--- config.mk ---
export PLATFORM = sky130hd
export DESIGN_NAME = base64_stream_decoder_unit_flat
export DESIGN_NICKNAME = d
export VERILOG_FILES = /design/src/rtl/b64d_pkg.sv /design/src/rtl/b64d_if.sv /design/src/rtl/b64d_queue.sv /design/src/rtl/b64d_front.sv /design/src/rtl/b64d_back.sv /design/src/rtl/base64_stream_decoder_unit.sv /design/src/flat_wrapper.sv
export SDC_FILE = /design/constraint.sdc
export NUM_CORES = 1
export LEC_CHECK = 0
export BUFFER_PORTS_ARGS = -buffer_cell sky130_fd_sc_hd__buf_2
export CORE_ASPECT_RATIO = 1.4
export CORE_MARGIN = 2
export CORE_UTILIZATION = 41
export CTS_CLUSTER_SIZE = 8
export DETAILED_ROUTE_END_ITERATION = 8
export SETUP_SLACK_MARGIN = 0.5
export SLEW_MARGIN = 20
export SYNTH_ARGS = -nofsm -noshare
export SYNTH_HDL_FRONTEND = slang
export SYNTH_SLANG_ARGS = --single-unit
--- constraint.sdc ---
create_clock -name clk -period 9.8 [get_ports clk]
set_input_delay 0.98 -clock clk [delete_from_list [all_inputs] [get_ports clk]]
set_output_delay 0.98 -clock clk [all_outputs]
set_load 0.05 [all_outputs]
--- src/rtl/b64d_pkg.sv ---
// Package for the base64 stream decoder: result kinds, character classes,
// queue entry type and the character lookup function.
// No dependencies.
package b64d_pkg;

    typedef enum logic [1:0] {
        KIND_DATA     = 2'd0,
        KIND_DONE     = 2'd1,
        KIND_INVALID  = 2'd2,
        KIND_OVERFLOW = 2'd3
    } kind_t;

    // class codes above the 6-bit value range
    localparam logic [6:0] CODE_SKIP = 7'd64;
    localparam logic [6:0] CODE_PAD  = 7'd65;
    localparam logic [6:0] CODE_BAD  = 7'd66;

    // work for the back end: up to three data bytes, then an optional final result
    typedef struct packed {
        logic [1:0]       n_data;
        logic [2:0][7:0]  bytes;      // bytes[0] goes out first
        logic             has_final;
        kind_t            final_kind;
        logic [15:0]      final_count;
    } entry_t;

    function automatic logic [6:0] classify(input logic [7:0] ch);
        logic [6:0] code;
        code = CODE_BAD;
        if (ch >= 8'd65 && ch <= 8'd90) begin
            code = 7'(ch - 8'd65);
        end else if (ch >= 8'd97 && ch <= 8'd122) begin
            code = 7'(ch - 8'd71);
        end else if (ch >= 8'd48 && ch <= 8'd57) begin
            code = 7'(ch + 8'd4);
        end else if (ch == 8'd43) begin
            code = 7'd62;
        end else if (ch == 8'd47) begin
            code = 7'd63;
        end else if (ch == 8'd10) begin
            code = CODE_SKIP;
        end else if (ch == 8'd61) begin
            code = CODE_PAD;
        end
        return code;
    endfunction

endpackage

--- src/rtl/b64d_if.sv ---
// Handshake channels of the base64 stream decoder: encoded input,
// decoded results and the capacity register write.
interface b64d_in_if;
    logic       valid;
    logic       ready;
    logic [7:0] char_in;
    logic       end_of_message;
    modport source (output valid, output char_in, output end_of_message, input ready);
    modport sink   (input valid, input char_in, input end_of_message, output ready);
endinterface

interface b64d_out_if;
    logic        valid;
    logic        ready;
    logic [1:0]  kind;
    logic [7:0]  data_byte;
    logic [15:0] byte_count;
    logic        last;
    modport source (output valid, output kind, output data_byte, output byte_count,
                    output last, input ready);
    modport sink   (input valid, input kind, input data_byte, input byte_count,
                    input last, output ready);
endinterface

interface b64d_cfg_if;
    logic        valid;
    logic        ready;
    logic [15:0] output_capacity;
    modport source (output valid, output output_capacity, input ready);
    modport sink   (input valid, input output_capacity, output ready);
endinterface

--- src/rtl/b64d_queue.sv ---
// Small register FIFO of decoder work entries between front and back end.
// Uses b64d_pkg::entry_t.
module b64d_queue #(
    parameter int DEPTH = 4
) (
    input  logic              clk,
    input  logic              rst_n,
    input  logic              push,
    input  b64d_pkg::entry_t  push_entry,
    output logic              full,
    input  logic              pop,
    output logic              head_valid,
    output b64d_pkg::entry_t  head_entry
);
    localparam int PTR_W = (DEPTH > 1) ? $clog2(DEPTH) : 1;
    localparam int CNT_W = $clog2(DEPTH + 1);

    b64d_pkg::entry_t mem_reg [DEPTH];
    logic [PTR_W-1:0] wr_ptr_reg, wr_ptr_next;
    logic [PTR_W-1:0] rd_ptr_reg, rd_ptr_next;
    logic [CNT_W-1:0] cnt_reg, cnt_next;

    assign full       = (cnt_reg == CNT_W'(DEPTH));
    assign head_valid = (cnt_reg != '0);
    assign head_entry = mem_reg[rd_ptr_reg];

    always_comb
    begin
        wr_ptr_next = wr_ptr_reg;
        rd_ptr_next = rd_ptr_reg;
        cnt_next    = cnt_reg;
        if (push)
        begin
            wr_ptr_next = (wr_ptr_reg == PTR_W'(DEPTH - 1)) ? '0 : wr_ptr_reg + 1'b1;
        end
        if (pop)
        begin
            rd_ptr_next = (rd_ptr_reg == PTR_W'(DEPTH - 1)) ? '0 : rd_ptr_reg + 1'b1;
        end
        if (push && !pop)
        begin
            cnt_next = cnt_reg + 1'b1;
        end
        else if (pop && !push)
        begin
            cnt_next = cnt_reg - 1'b1;
        end
    end

    always_ff @(posedge clk or negedge rst_n)
    begin
        if (!rst_n)
        begin
            wr_ptr_reg <= '0;
            rd_ptr_reg <= '0;
            cnt_reg    <= '0;
        end
        else
        begin
            wr_ptr_reg <= wr_ptr_next;
            rd_ptr_reg <= rd_ptr_next;
            cnt_reg    <= cnt_next;
        end
    end

    always_ff @(posedge clk)
    begin
        if (push)
        begin
            mem_reg[wr_ptr_reg] <= push_entry;
        end
    end

endmodule

--- src/rtl/b64d_front.sv ---
// Front end: takes encoded characters, classifies them, keeps the message
// state and capacity register, and pushes result work to the queue. Uses b64d_pkg.
module b64d_front (
    input  logic              clk,
    input  logic              rst_n,
    b64d_in_if.sink           enc,
    b64d_cfg_if.sink          cfg,
    input  logic              q_full,
    output logic              q_push,
    output b64d_pkg::entry_t  q_entry
);
    logic [15:0] cap_reg;
    logic [17:0] sbuf_reg, sbuf_next;
    logic [1:0]  scnt_reg, scnt_next;
    logic [15:0] bw_reg, bw_next;
    logic        pad_reg, pad_next;
    logic        abort_reg, abort_next;

    logic        accept;
    logic [6:0]  code;
    logic [23:0] word;
    logic        fin;
    b64d_pkg::entry_t ent;

    assign enc.ready = !q_full;
    assign cfg.ready = 1'b1;
    assign accept    = enc.valid && !q_full;
    assign code      = b64d_pkg::classify(enc.char_in);
    assign word      = {sbuf_reg, code[5:0]};

    always_comb
    begin
        sbuf_next  = sbuf_reg;
        scnt_next  = scnt_reg;
        bw_next    = bw_reg;
        pad_next   = pad_reg;
        abort_next = abort_reg;
        fin        = 1'b0;
        ent             = '0;
        ent.final_kind  = b64d_pkg::KIND_DONE;

        if (abort_reg)
        begin
            fin = 1'b1;   // silent; message state clears on the end marker
        end
        else if (!pad_reg && code == b64d_pkg::CODE_BAD)
        begin
            ent.has_final  = 1'b1;
            ent.final_kind = b64d_pkg::KIND_INVALID;
            abort_next     = 1'b1;
            fin            = 1'b1;
        end
        else if (!pad_reg && code == b64d_pkg::CODE_PAD)
        begin
            pad_next = 1'b1;
        end
        else if (!pad_reg && code != b64d_pkg::CODE_SKIP)
        begin
            if (scnt_reg == 2'd3)
            begin
                if ({1'b0, bw_reg} + 17'd3 > {1'b0, cap_reg})
                begin
                    ent.has_final  = 1'b1;
                    ent.final_kind = b64d_pkg::KIND_OVERFLOW;
                    abort_next     = 1'b1;
                    fin            = 1'b1;
                end
                else
                begin
                    ent.n_data   = 2'd3;
                    ent.bytes[0] = word[23:16];
                    ent.bytes[1] = word[15:8];
                    ent.bytes[2] = word[7:0];
                    bw_next      = bw_reg + 16'd3;
                    sbuf_next    = '0;
                    scnt_next    = 2'd0;
                end
            end
            else
            begin
                sbuf_next = {sbuf_reg[11:0], code[5:0]};
                scnt_next = scnt_reg + 2'd1;
            end
        end

        // end of message: flush the partial group and report
        if (!fin && enc.end_of_message)
        begin
            ent.has_final = 1'b1;
            if (scnt_next == 2'd3)
            begin
                if ({1'b0, bw_next} + 17'd2 > {1'b0, cap_reg})
                begin
                    ent.final_kind = b64d_pkg::KIND_OVERFLOW;
                end
                else
                begin
                    ent.n_data      = 2'd2;
                    ent.bytes[0]    = sbuf_next[17:10];
                    ent.bytes[1]    = sbuf_next[9:2];
                    ent.final_count = bw_next + 16'd2;
                end
            end
            else if (scnt_next == 2'd2)
            begin
                if ({1'b0, bw_next} + 17'd1 > {1'b0, cap_reg})
                begin
                    ent.final_kind = b64d_pkg::KIND_OVERFLOW;
                end
                else
                begin
                    ent.n_data      = 2'd1;
                    ent.bytes[0]    = sbuf_next[11:4];
                    ent.final_count = bw_next + 16'd1;
                end
            end
            else
            begin
                ent.final_count = bw_next;
            end
        end

        if (enc.end_of_message)
        begin
            sbuf_next  = '0;
            scnt_next  = 2'd0;
            bw_next    = '0;
            pad_next   = 1'b0;
            abort_next = 1'b0;
        end
    end

    assign q_entry = ent;
    assign q_push  = accept && (ent.has_final || ent.n_data != 2'd0);

    always_ff @(posedge clk or negedge rst_n)
    begin
        if (!rst_n)
        begin
            cap_reg   <= 16'hFFFF;
            sbuf_reg  <= '0;
            scnt_reg  <= '0;
            bw_reg    <= '0;
            pad_reg   <= 1'b0;
            abort_reg <= 1'b0;
        end
        else
        begin
            if (cfg.valid)
            begin
                cap_reg <= cfg.output_capacity;
            end
            if (accept)
            begin
                sbuf_reg  <= sbuf_next;
                scnt_reg  <= scnt_next;
                bw_reg    <= bw_next;
                pad_reg   <= pad_next;
                abort_reg <= abort_next;
            end
        end
    end

endmodule

--- src/rtl/b64d_back.sv ---
// Back end: walks each queued entry and loads one result per cycle, while dec is
// ready or the output register is empty, into the output register. Uses b64d_pkg.
module b64d_back (
    input  logic              clk,
    input  logic              rst_n,
    input  logic              head_valid,
    input  b64d_pkg::entry_t  head_entry,
    output logic              pop,
    b64d_out_if.source        dec
);
    logic        valid_reg;
    logic [1:0]  kind_reg;
    logic [7:0]  byte_reg;
    logic [15:0] count_reg;
    logic        last_reg;
    logic [1:0]  idx_reg, idx_next;

    logic        load;
    logic [2:0]  total;
    logic        is_data;
    logic        end_of_entry;
    logic [1:0]  kind_next;
    logic [7:0]  byte_next;
    logic [15:0] count_next;

    assign load    = head_valid && (!valid_reg || dec.ready);
    assign total   = {1'b0, head_entry.n_data} + {2'b00, head_entry.has_final};
    assign is_data = (idx_reg < head_entry.n_data);
    assign end_of_entry = ({1'b0, idx_reg} + 3'd1 == total);
    assign pop     = load && end_of_entry;
    assign idx_next = end_of_entry ? 2'd0 : idx_reg + 2'd1;

    always_comb
    begin
        kind_next  = head_entry.final_kind;
        byte_next  = '0;
        count_next = '0;
        if (is_data)
        begin
            kind_next = b64d_pkg::KIND_DATA;
            byte_next = head_entry.bytes[idx_reg];
        end
        else if (head_entry.final_kind == b64d_pkg::KIND_DONE)
        begin
            count_next = head_entry.final_count;
        end
    end

    always_ff @(posedge clk or negedge rst_n)
    begin
        if (!rst_n)
        begin
            valid_reg <= 1'b0;
            idx_reg   <= '0;
        end
        else
        begin
            if (load)
            begin
                valid_reg <= 1'b1;
                idx_reg   <= idx_next;
            end
            else if (dec.ready)
            begin
                valid_reg <= 1'b0;
            end
        end
    end

    always_ff @(posedge clk)
    begin
        if (load)
        begin
            kind_reg  <= kind_next;
            byte_reg  <= byte_next;
            count_reg <= count_next;
            last_reg  <= !is_data;
        end
    end

    assign dec.valid      = valid_reg;
    assign dec.kind       = kind_reg;
    assign dec.data_byte  = byte_reg;
    assign dec.byte_count = count_reg;
    assign dec.last       = last_reg;

endmodule

--- src/rtl/base64_stream_decoder_unit.sv ---
// Base64 stream decoder, top level: front end, work queue, back end.
// The results of a character pass through the work queue and then the output register on their way to dec.
// Throughput: one character per cycle while the work queue has room; the output
// register drains one result per cycle while dec is ready.
// Reset (rst_n, async): message state and queue cleared, capacity set to 65535.
// Depends on b64d_pkg, b64d_if, b64d_queue, b64d_front, b64d_back.
module base64_stream_decoder_unit #(
    parameter int QUEUE_DEPTH = 4
) (
    input  logic        clk,
    input  logic        rst_n,
    b64d_in_if.sink     enc,
    b64d_cfg_if.sink    cfg,
    b64d_out_if.source  dec
);
    logic             q_push;
    logic             q_full;
    logic             q_pop;
    logic             q_valid;
    b64d_pkg::entry_t q_in;
    b64d_pkg::entry_t q_head;

    b64d_front u_front (
        .clk     (clk),
        .rst_n   (rst_n),
        .enc     (enc),
        .cfg     (cfg),
        .q_full  (q_full),
        .q_push  (q_push),
        .q_entry (q_in)
    );

    b64d_queue #(
        .DEPTH (QUEUE_DEPTH)
    ) u_queue (
        .clk        (clk),
        .rst_n      (rst_n),
        .push       (q_push),
        .push_entry (q_in),
        .full       (q_full),
        .pop        (q_pop),
        .head_valid (q_valid),
        .head_entry (q_head)
    );

    b64d_back u_back (
        .clk        (clk),
        .rst_n      (rst_n),
        .head_valid (q_valid),
        .head_entry (q_head),
        .pop        (q_pop),
        .dec        (dec)
    );

    a_no_push_full: assert property (@(posedge clk) disable iff (!rst_n)
        q_push |-> !q_full)
        else $error("push into full work queue");

    a_no_pop_empty: assert property (@(posedge clk) disable iff (!rst_n)
        q_pop |-> q_valid)
        else $error("pop from empty work queue");

    a_last_kind: assert property (@(posedge clk) disable iff (!rst_n)
        dec.valid |-> (dec.last == (dec.kind != b64d_pkg::KIND_DATA)))
        else $error("last flag does not match result kind");

    a_count_done: assert property (@(posedge clk) disable iff (!rst_n)
        (dec.valid && dec.kind != b64d_pkg::KIND_DONE) |-> (dec.byte_count == 16'd0))
        else $error("byte count set on a result that is not done");

endmodule
--- src/flat_wrapper.sv ---
// flat-port wrapper written by rule: the top's interface ports become plain ports
module base64_stream_decoder_unit_flat 
#(
    parameter int QUEUE_DEPTH = 4
)
  (clk, rst_n, enc_valid, enc_char_in, enc_end_of_message, enc_ready, cfg_valid, cfg_output_capacity, cfg_ready, dec_valid, dec_kind, dec_data_byte, dec_byte_count, dec_last, dec_ready);
  b64d_in_if enc_i ();
  b64d_cfg_if cfg_i ();
  b64d_out_if dec_i ();
  input  logic clk;
  input  logic rst_n;
  input wire logic [$bits(enc_i.valid)-1:0] enc_valid;
  input wire logic [$bits(enc_i.char_in)-1:0] enc_char_in;
  input wire logic [$bits(enc_i.end_of_message)-1:0] enc_end_of_message;
  output wire logic [$bits(enc_i.ready)-1:0] enc_ready;
  input wire logic [$bits(cfg_i.valid)-1:0] cfg_valid;
  input wire logic [$bits(cfg_i.output_capacity)-1:0] cfg_output_capacity;
  output wire logic [$bits(cfg_i.ready)-1:0] cfg_ready;
  output wire logic [$bits(dec_i.valid)-1:0] dec_valid;
  output wire logic [$bits(dec_i.kind)-1:0] dec_kind;
  output wire logic [$bits(dec_i.data_byte)-1:0] dec_data_byte;
  output wire logic [$bits(dec_i.byte_count)-1:0] dec_byte_count;
  output wire logic [$bits(dec_i.last)-1:0] dec_last;
  input wire logic [$bits(dec_i.ready)-1:0] dec_ready;
  assign enc_i.valid = enc_valid;
  assign enc_i.char_in = enc_char_in;
  assign enc_i.end_of_message = enc_end_of_message;
  assign enc_ready = enc_i.ready;
  assign cfg_i.valid = cfg_valid;
  assign cfg_i.output_capacity = cfg_output_capacity;
  assign cfg_ready = cfg_i.ready;
  assign dec_valid = dec_i.valid;
  assign dec_kind = dec_i.kind;
  assign dec_data_byte = dec_i.data_byte;
  assign dec_byte_count = dec_i.byte_count;
  assign dec_last = dec_i.last;
  assign dec_i.ready = dec_ready;
  base64_stream_decoder_unit #(.QUEUE_DEPTH(QUEUE_DEPTH)) u_core (.clk(clk), .rst_n(rst_n), .enc(enc_i), .cfg(cfg_i), .dec(dec_i));
endmodule
==> impl_metrics.toml, run 1 <==
[final_layout]
nets = 1407
largest_reg_flops = 180
nFillCells = 3298
instances_no_fill = 1802
synthToLayoutAreaGrowth_pct = 12.8
fin_area_um2 = 17000
antenna_cells = 0
drive_above_1_share_pct = 18.1

[die]
ioPinCount = 60
die_area_um2 = 38200
die_h_um = 231
placementRows = 83
die_w_um = 166
core_area_um2 = 36500
initial_utilization_pct = 41.2

[timing]
period_share_pct = 89.5
setup_tns_ns = 0
clock_skew_ns = 0.0369
max-slew-margin-rel_pct = 31.4
setup_viol = 0
hold_slack_ns = 0.480
worst_slew_pin_slew_ns = 1.03
max_freq_mhz = 114
period_needed_ns = 8.77
hold_viol = 0
final_max_slew_viol_count = 0
rsz0062_at_grt = "no"

[synthesis]
syn_inst = 1247
synth.area.top_cells = "edfxtp_1 41%, dfrtp_1 8.0%, mux4_2 6.7%, ha_1 5.9%, dfstp_2 2.8%"
yosys_register_bits = 271
yosysSeqAreaShare_pct = 52.1
synth_largest_area_cell = "edfxtp_1"
avgSynthCellArea_um2 = 12.1
yosysWarnings = 0
synthFlopType = "edfxtp_1"
synth_edf_count = 207
synthTopCellsByCount = "207 x edfxtp_1, 103 x nand2_1, 71 x ha_1"
ys_types = 97
synth_top_area_share_pct = 41.4
synth.most_common_cell = "edfxtp_1"
syn-num-nets = 1349
async_reset_ff_share_pct = 23.6
netlist_area_um2 = 15000

[placement]
gp_congestion = 0.966
portBuffers = 58
dpl.hpwl_um = 29000
dpl_cell_area_um2 = 15800
dp_cells = 1730

[grt]
track_usage_pct = 20.9
grt_pass1_vias = 10674
grt_pass1_wl_um = 62300
grt_max_degree = 65
grt-ovfl-total = 0
antenna_found_initial = 0

[clocking]
post-cts-setup-buffer-count = 0
cts_tree = "done"
cts.sinks = 271
cts.clk_slew.worst_paths_ns = 0.06
insertion_delay_ns = 0.55
root_buffer = "clkbuf_16"
htreeDepth = 2
ctsHoldBuffers = 0
numCtsBuffers = 40
clockBufferDepth = 3

[pwr]
power_density_nw_per_um2 = 251
power.total_uw = 4250
ir_drop_mv = 0.194
leakage_uw = 0.00634

[drt]
vias = 10478
antenna_left = 0
routed_via_density = 5.81
post_drt_wl_per_cell_um = 22.2
drc = 0
first_pass_iters = 5
routed_wirelength_um = 40000
drt_iter0_markers = 662

[worst_setup_path]
max_stage_delay_ns = 0.51
path_buf_inv = 3
worst_path_max_delay_cell = "a211oi_4"
crit_arrival_ns = 9.06
cpLargestDelayFamily = "compound AO/OA/AOI/OAI gates"
start_kind = "flip-flop"
worstPathMaxFanout = 17
crit_top_cell = "ha_1"
critPathKind = "reg2reg"
crit_required_ns = 10.09
end_kind = "flip-flop"

[flow_run]
drv_cap = 0

[worst_hold_path]
min_path_type = "reg2reg"

[run_status]
status = "finished, final reports clean"
[kinds of logic (layout without fill, tap and decap cells)]
logic type	count (synthesis)	in the layout	share of synthesized area [%]
compound gates	289	289	14.2
xor+xnor	60	60	3.55
fa+ha+maj	72	72	6.04
buf+inv	126	214	3.57
flops	271	271	52.1
mux	61	61	7.85
other cells	1	1	0.0249
simple gates	367	367	12.7
[worst register-to-register path: cells and delay by family, from the launching register on]
kind                     cells  cell delay (ns)
AO/OA/AOI/OAI               12             3.24
XOR/XNOR                     1             0.18
adder cells (fa/ha/maj)      4             1.37
buffers and inverters        3             0.65
flip-flops                   1             0.45
AND/OR/NAND/NOR             10             2.64
[area by class of cell]
type | instances | area, um^2 | area share [%]
Sequential cell | 271 | 7840 | 46.2
Multi-Input combinational cell | 850 | 6700 | 39.5
Clock buffer | 67 | 1100 | 6.50
Tap cell | 467 | 584 | 3.44
Timing Repair Buffer | 78 | 440 | 2.60
Inverter | 64 | 240 | 1.42
Clock inverter | 5 | 60.1 | 0.354
[path summary, 6_finish.rpt]
path / startpoint / slack [ns] / endpoint / cells past startpoint
min reg2reg: u_core.u_front.sbuf_reg[16] / 0.48 / u_core.u_front.sbuf_reg[16] / 2
max in group asynchronous: rst_n / 8.41 / u_core.u_queue.rd_ptr_reg[0] / 2
max: u_core.u_front.bw_reg[0] / 1.03 / u_core.u_queue.mem_reg[2][25] / 30
max reg2reg: u_core.u_front.bw_reg[0] / 1.03 / u_core.u_queue.mem_reg[2][25] / 30
min in group asynchronous: rst_n / 0.66 / u_core.u_front.bw_reg[11] / 2
min: u_core.u_front.sbuf_reg[16] / 0.48 / u_core.u_front.sbuf_reg[16] / 2
[stage by stage]
step | setup WS (ns) | util (%)
3_3_place_gp | 1.08 | 43.3
3_5_place_dp | 0.985 | 43.3
4_1_cts | 0.837 | 46.4
6_report | 1.03 | 46.5
2_1_floorplan | 2.53 | -
5_1_grt | 0.532 | 46.5
[metal layers]
layer | track usage, % | share of wire [%]
met1 | 25.2 | 40
met4 | 10.4 | 4.8
met2 | 36.7 | 51
met3 | 2.73 | 4.0
met5 | 0 | 0
[layout by cell type, fill, tap and decap left out, types with 11 or more instances in the layout]
cell type	instances
a21oi_1	35
nand2b_1	14
nor2b_1	30
inv_1	63
dfrtp_1	46
clkbuf_16	40
xor2_1	15
dfstp_2	16
o21ai_0	64
buf_2	58
edfxtp_1	207
a22o_1	12
clkbuf_1	27
nand3_1	36
and2_1	24
nor2_1	58
mux4_2	45
ha_1	70
nand4_1	16
a21o_1	11
nand2_1	103
o21a_1	12
xnor2_1	44
o22ai_1	19
mux2i_1	11
buf_4	20
nor3_1	20
[power by group]
group	internal [uW]	total [uW]	leakage, uW	switching, uW
clock	766	1260	0.000549	492
sequential	1470	1570	0.00281	97.2
combinational	505	1430	0.00298	921
total	2740	4250	0.00634	1510
[what timing repair did]
item                       4_1_cts  5_1_grt
hold endpoints to repair         0        0
setup endpoints to repair        0      100
gates resized for setup          0        8
No activity file was read; power rests on OpenSTA's default activity.
==> run 2, diff against run 1 <==
- RECOVER_POWER: default -> 25
- SETUP_SLACK_MARGIN: 0.5 -> default
==> run 2 against run 1 <==
  * The run now ends with max-capacitance violations, max-slew violations left
  * Cell count unchanged
  * Sequential power about the same
  * Worst hold slack got worse by 0.0011 ns
  * Global-route usage did not move
  * Clock skew decreased by 0.0012 ns
  * Die area unchanged
  * Largest cell class unchanged
==> impl_metrics.toml, run 2 (synthesis results as in run 1) <==
[drt]
drt_iter0_markers = 762
routed_via_density = 5.83
dr_wl_met2_um = 20400
top_layer_used = "met4"
post_drt_wl_per_cell_um = 22.2
wl_met1_um = 16100
antenna_left = 0
vias = 10512
drc = 0
first_pass_iters = 5
wl_met3_um = 1650
routed_wirelength_um = 40000

[die]
die_w_um = 166
ioPinCount = 60
die_area_um2 = 38200
core_area_um2 = 36500
initial_utilization_pct = 41.2
placementRows = 83
die_h_um = 231

[timing]
max-slew-margin-rel_pct = -169
clock_skew_ns = 0.0357
rsz0062_at_grt = "no"
period_share_pct = 93.1
max_freq_mhz = 110
period_needed_ns = 9.12
setup_tns_ns = 0
setup_viol = 0
worst_slew_pin_slew_ns = 4.04
hold_viol = 0
final_max_slew_viol_count = 135
hold_slack_ns = 0.479

[worst_setup_path]
end_kind = "flip-flop"
crit_top_cell = "ha_1"
path_buf_inv = 2
crit_arrival_ns = 9.37
critPathKind = "reg2reg"
crit_required_ns = 10.04
cpLargestDelayFamily = "simple AND/OR/NAND/NOR gates"
worst_path_max_delay_cell = "nor3_1"
worstPathMaxFanout = 14
start_kind = "flip-flop"
max_stage_delay_ns = 0.60

[final_layout]
drive_above_1_share_pct = 15.2
nFillCells = 3317
nets = 1407
seq_area_um2 = 7840
final_common_cell = "edfxtp_1"
largest_reg_flops = 180
final_cell_mix = "207 x edfxtp_1, 103 x nand2_1, 71 x ha_1"
antenna_cells = 0
multi_input_area_um2 = 6670
synthToLayoutAreaGrowth_pct = 12.3

[pwr]
ir_drop_mv = 0.187
leakage_uw = 0.00624
power_density_nw_per_um2 = 251

[grt]
antenna_found_initial = 0
grt_pass1_vias = 10674
grt_max_degree = 65
grt-ovfl-total = 0
track_usage_pct = 20.9
grt_pass1_wl_um = 62300

[run_status]
violations = "max-capacitance violations, max-slew violations"
status = "complete, but fails checks"

[clocking]
insertion_delay_ns = 0.55
root_buffer = "clkbuf_16"
ctsHoldBuffers = 0
post-cts-setup-buffer-count = 0
cts_repair_resize_count = 0
cts_tree = "done"
htreeDepth = 2
cts.sinks = 271
cts.clk_slew.worst_paths_ns = 0.06
numCtsBuffers = 40
clockBufferDepth = 3

[placement]
dpl.hpwl_um = 29000
gp_congestion = 0.966
portBuffers = 58

[flow_run]
drv_cap = 3

[worst_hold_path]
min_path_type = "reg2reg"
[run 2: changes by cell type in the layout (fill, tap and decap cells not counted), moves of 3 or more]
| cell | change |
|---|---|
| o21ai_0 | +3 |
| buf_2 | -30 |
| buf_4 | -4 |
| clkbuf_1 | +34 |
| o21ai_1 | -3 |
[run 2: final timing paths]
| kind | from | endpoint | slack (ns) | cells past startpoint |
|---|---|---|---|---|
| min | u_core.u_front.sbuf_reg[16] | u_core.u_front.sbuf_reg[16] | 0.48 | 2 |
| max in group asynchronous | rst_n | u_core.u_queue.rd_ptr_reg[1] | 5.23 | 2 |
| max reg2reg | u_core.u_front.bw_reg[0] | u_core.u_queue.mem_reg[0][7] | 0.68 | 30 |
| max | u_core.u_front.bw_reg[0] | u_core.u_queue.mem_reg[0][7] | 0.68 | 30 |
| min reg2reg | u_core.u_front.sbuf_reg[16] | u_core.u_front.sbuf_reg[16] | 0.48 | 2 |
| min in group asynchronous | rst_n | u_core.u_front.bw_reg[11] | 1.95 | 2 |
[run 2: worst min-delay path: cells and delay by family (launching register included)]
kind,cells,cell delay (ns)
simple gates,1,0.05
flops,1,0.34
compound gates,1,0.06
[run 2: layer usage]
layer  vias to the layer above  track usage [%]
li1                       4875                -
met1                      5207             25.2
met2                       333             36.7
met3                        97             2.73
met4                         0             10.4
met5                         -                0
[run 2: layout make-up]
| class | count | share of cell area (%) |
|---|---|---|
| inverter | 64 | 1.42 |
| clock inverter | 5 | 0.356 |
| tap | 467 | 3.46 |
| sequential | 271 | 46.4 |
| multi-input combinational | 850 | 39.5 |
| clock buffer | 67 | 6.53 |
| timing repair buffer | 78 | 2.30 |
[run 2: power breakdown]
group | switching (uW) | leakage [uW] | internal [uW]
logic | 920 | 0.00288 | 493
registers | 98.7 | 0.00281 | 1470
clock network | 491 | 0.000549 | 766
total | 1510 | 0.00624 | 2730
[run 2: stage by stage]
stage | total power (uW) | setup slack [ns] | instances | instance area (um^2) | util (%)
finish | 4240 | 0.678 | 1802 | 16900 | 46.3
detailed placement | 3030 | 0.985 | 1730 | 15800 | 43.3
floorplan | 2620 | 2.53 | 1247 | 15000 | -
global route | 4460 | 0.0763 | 1802 | 16900 | 46.3
CTS | 4300 | 0.837 | 1802 | 16900 | 46.4
global placement | 3010 | 1.08 | 1730 | 15800 | 43.3
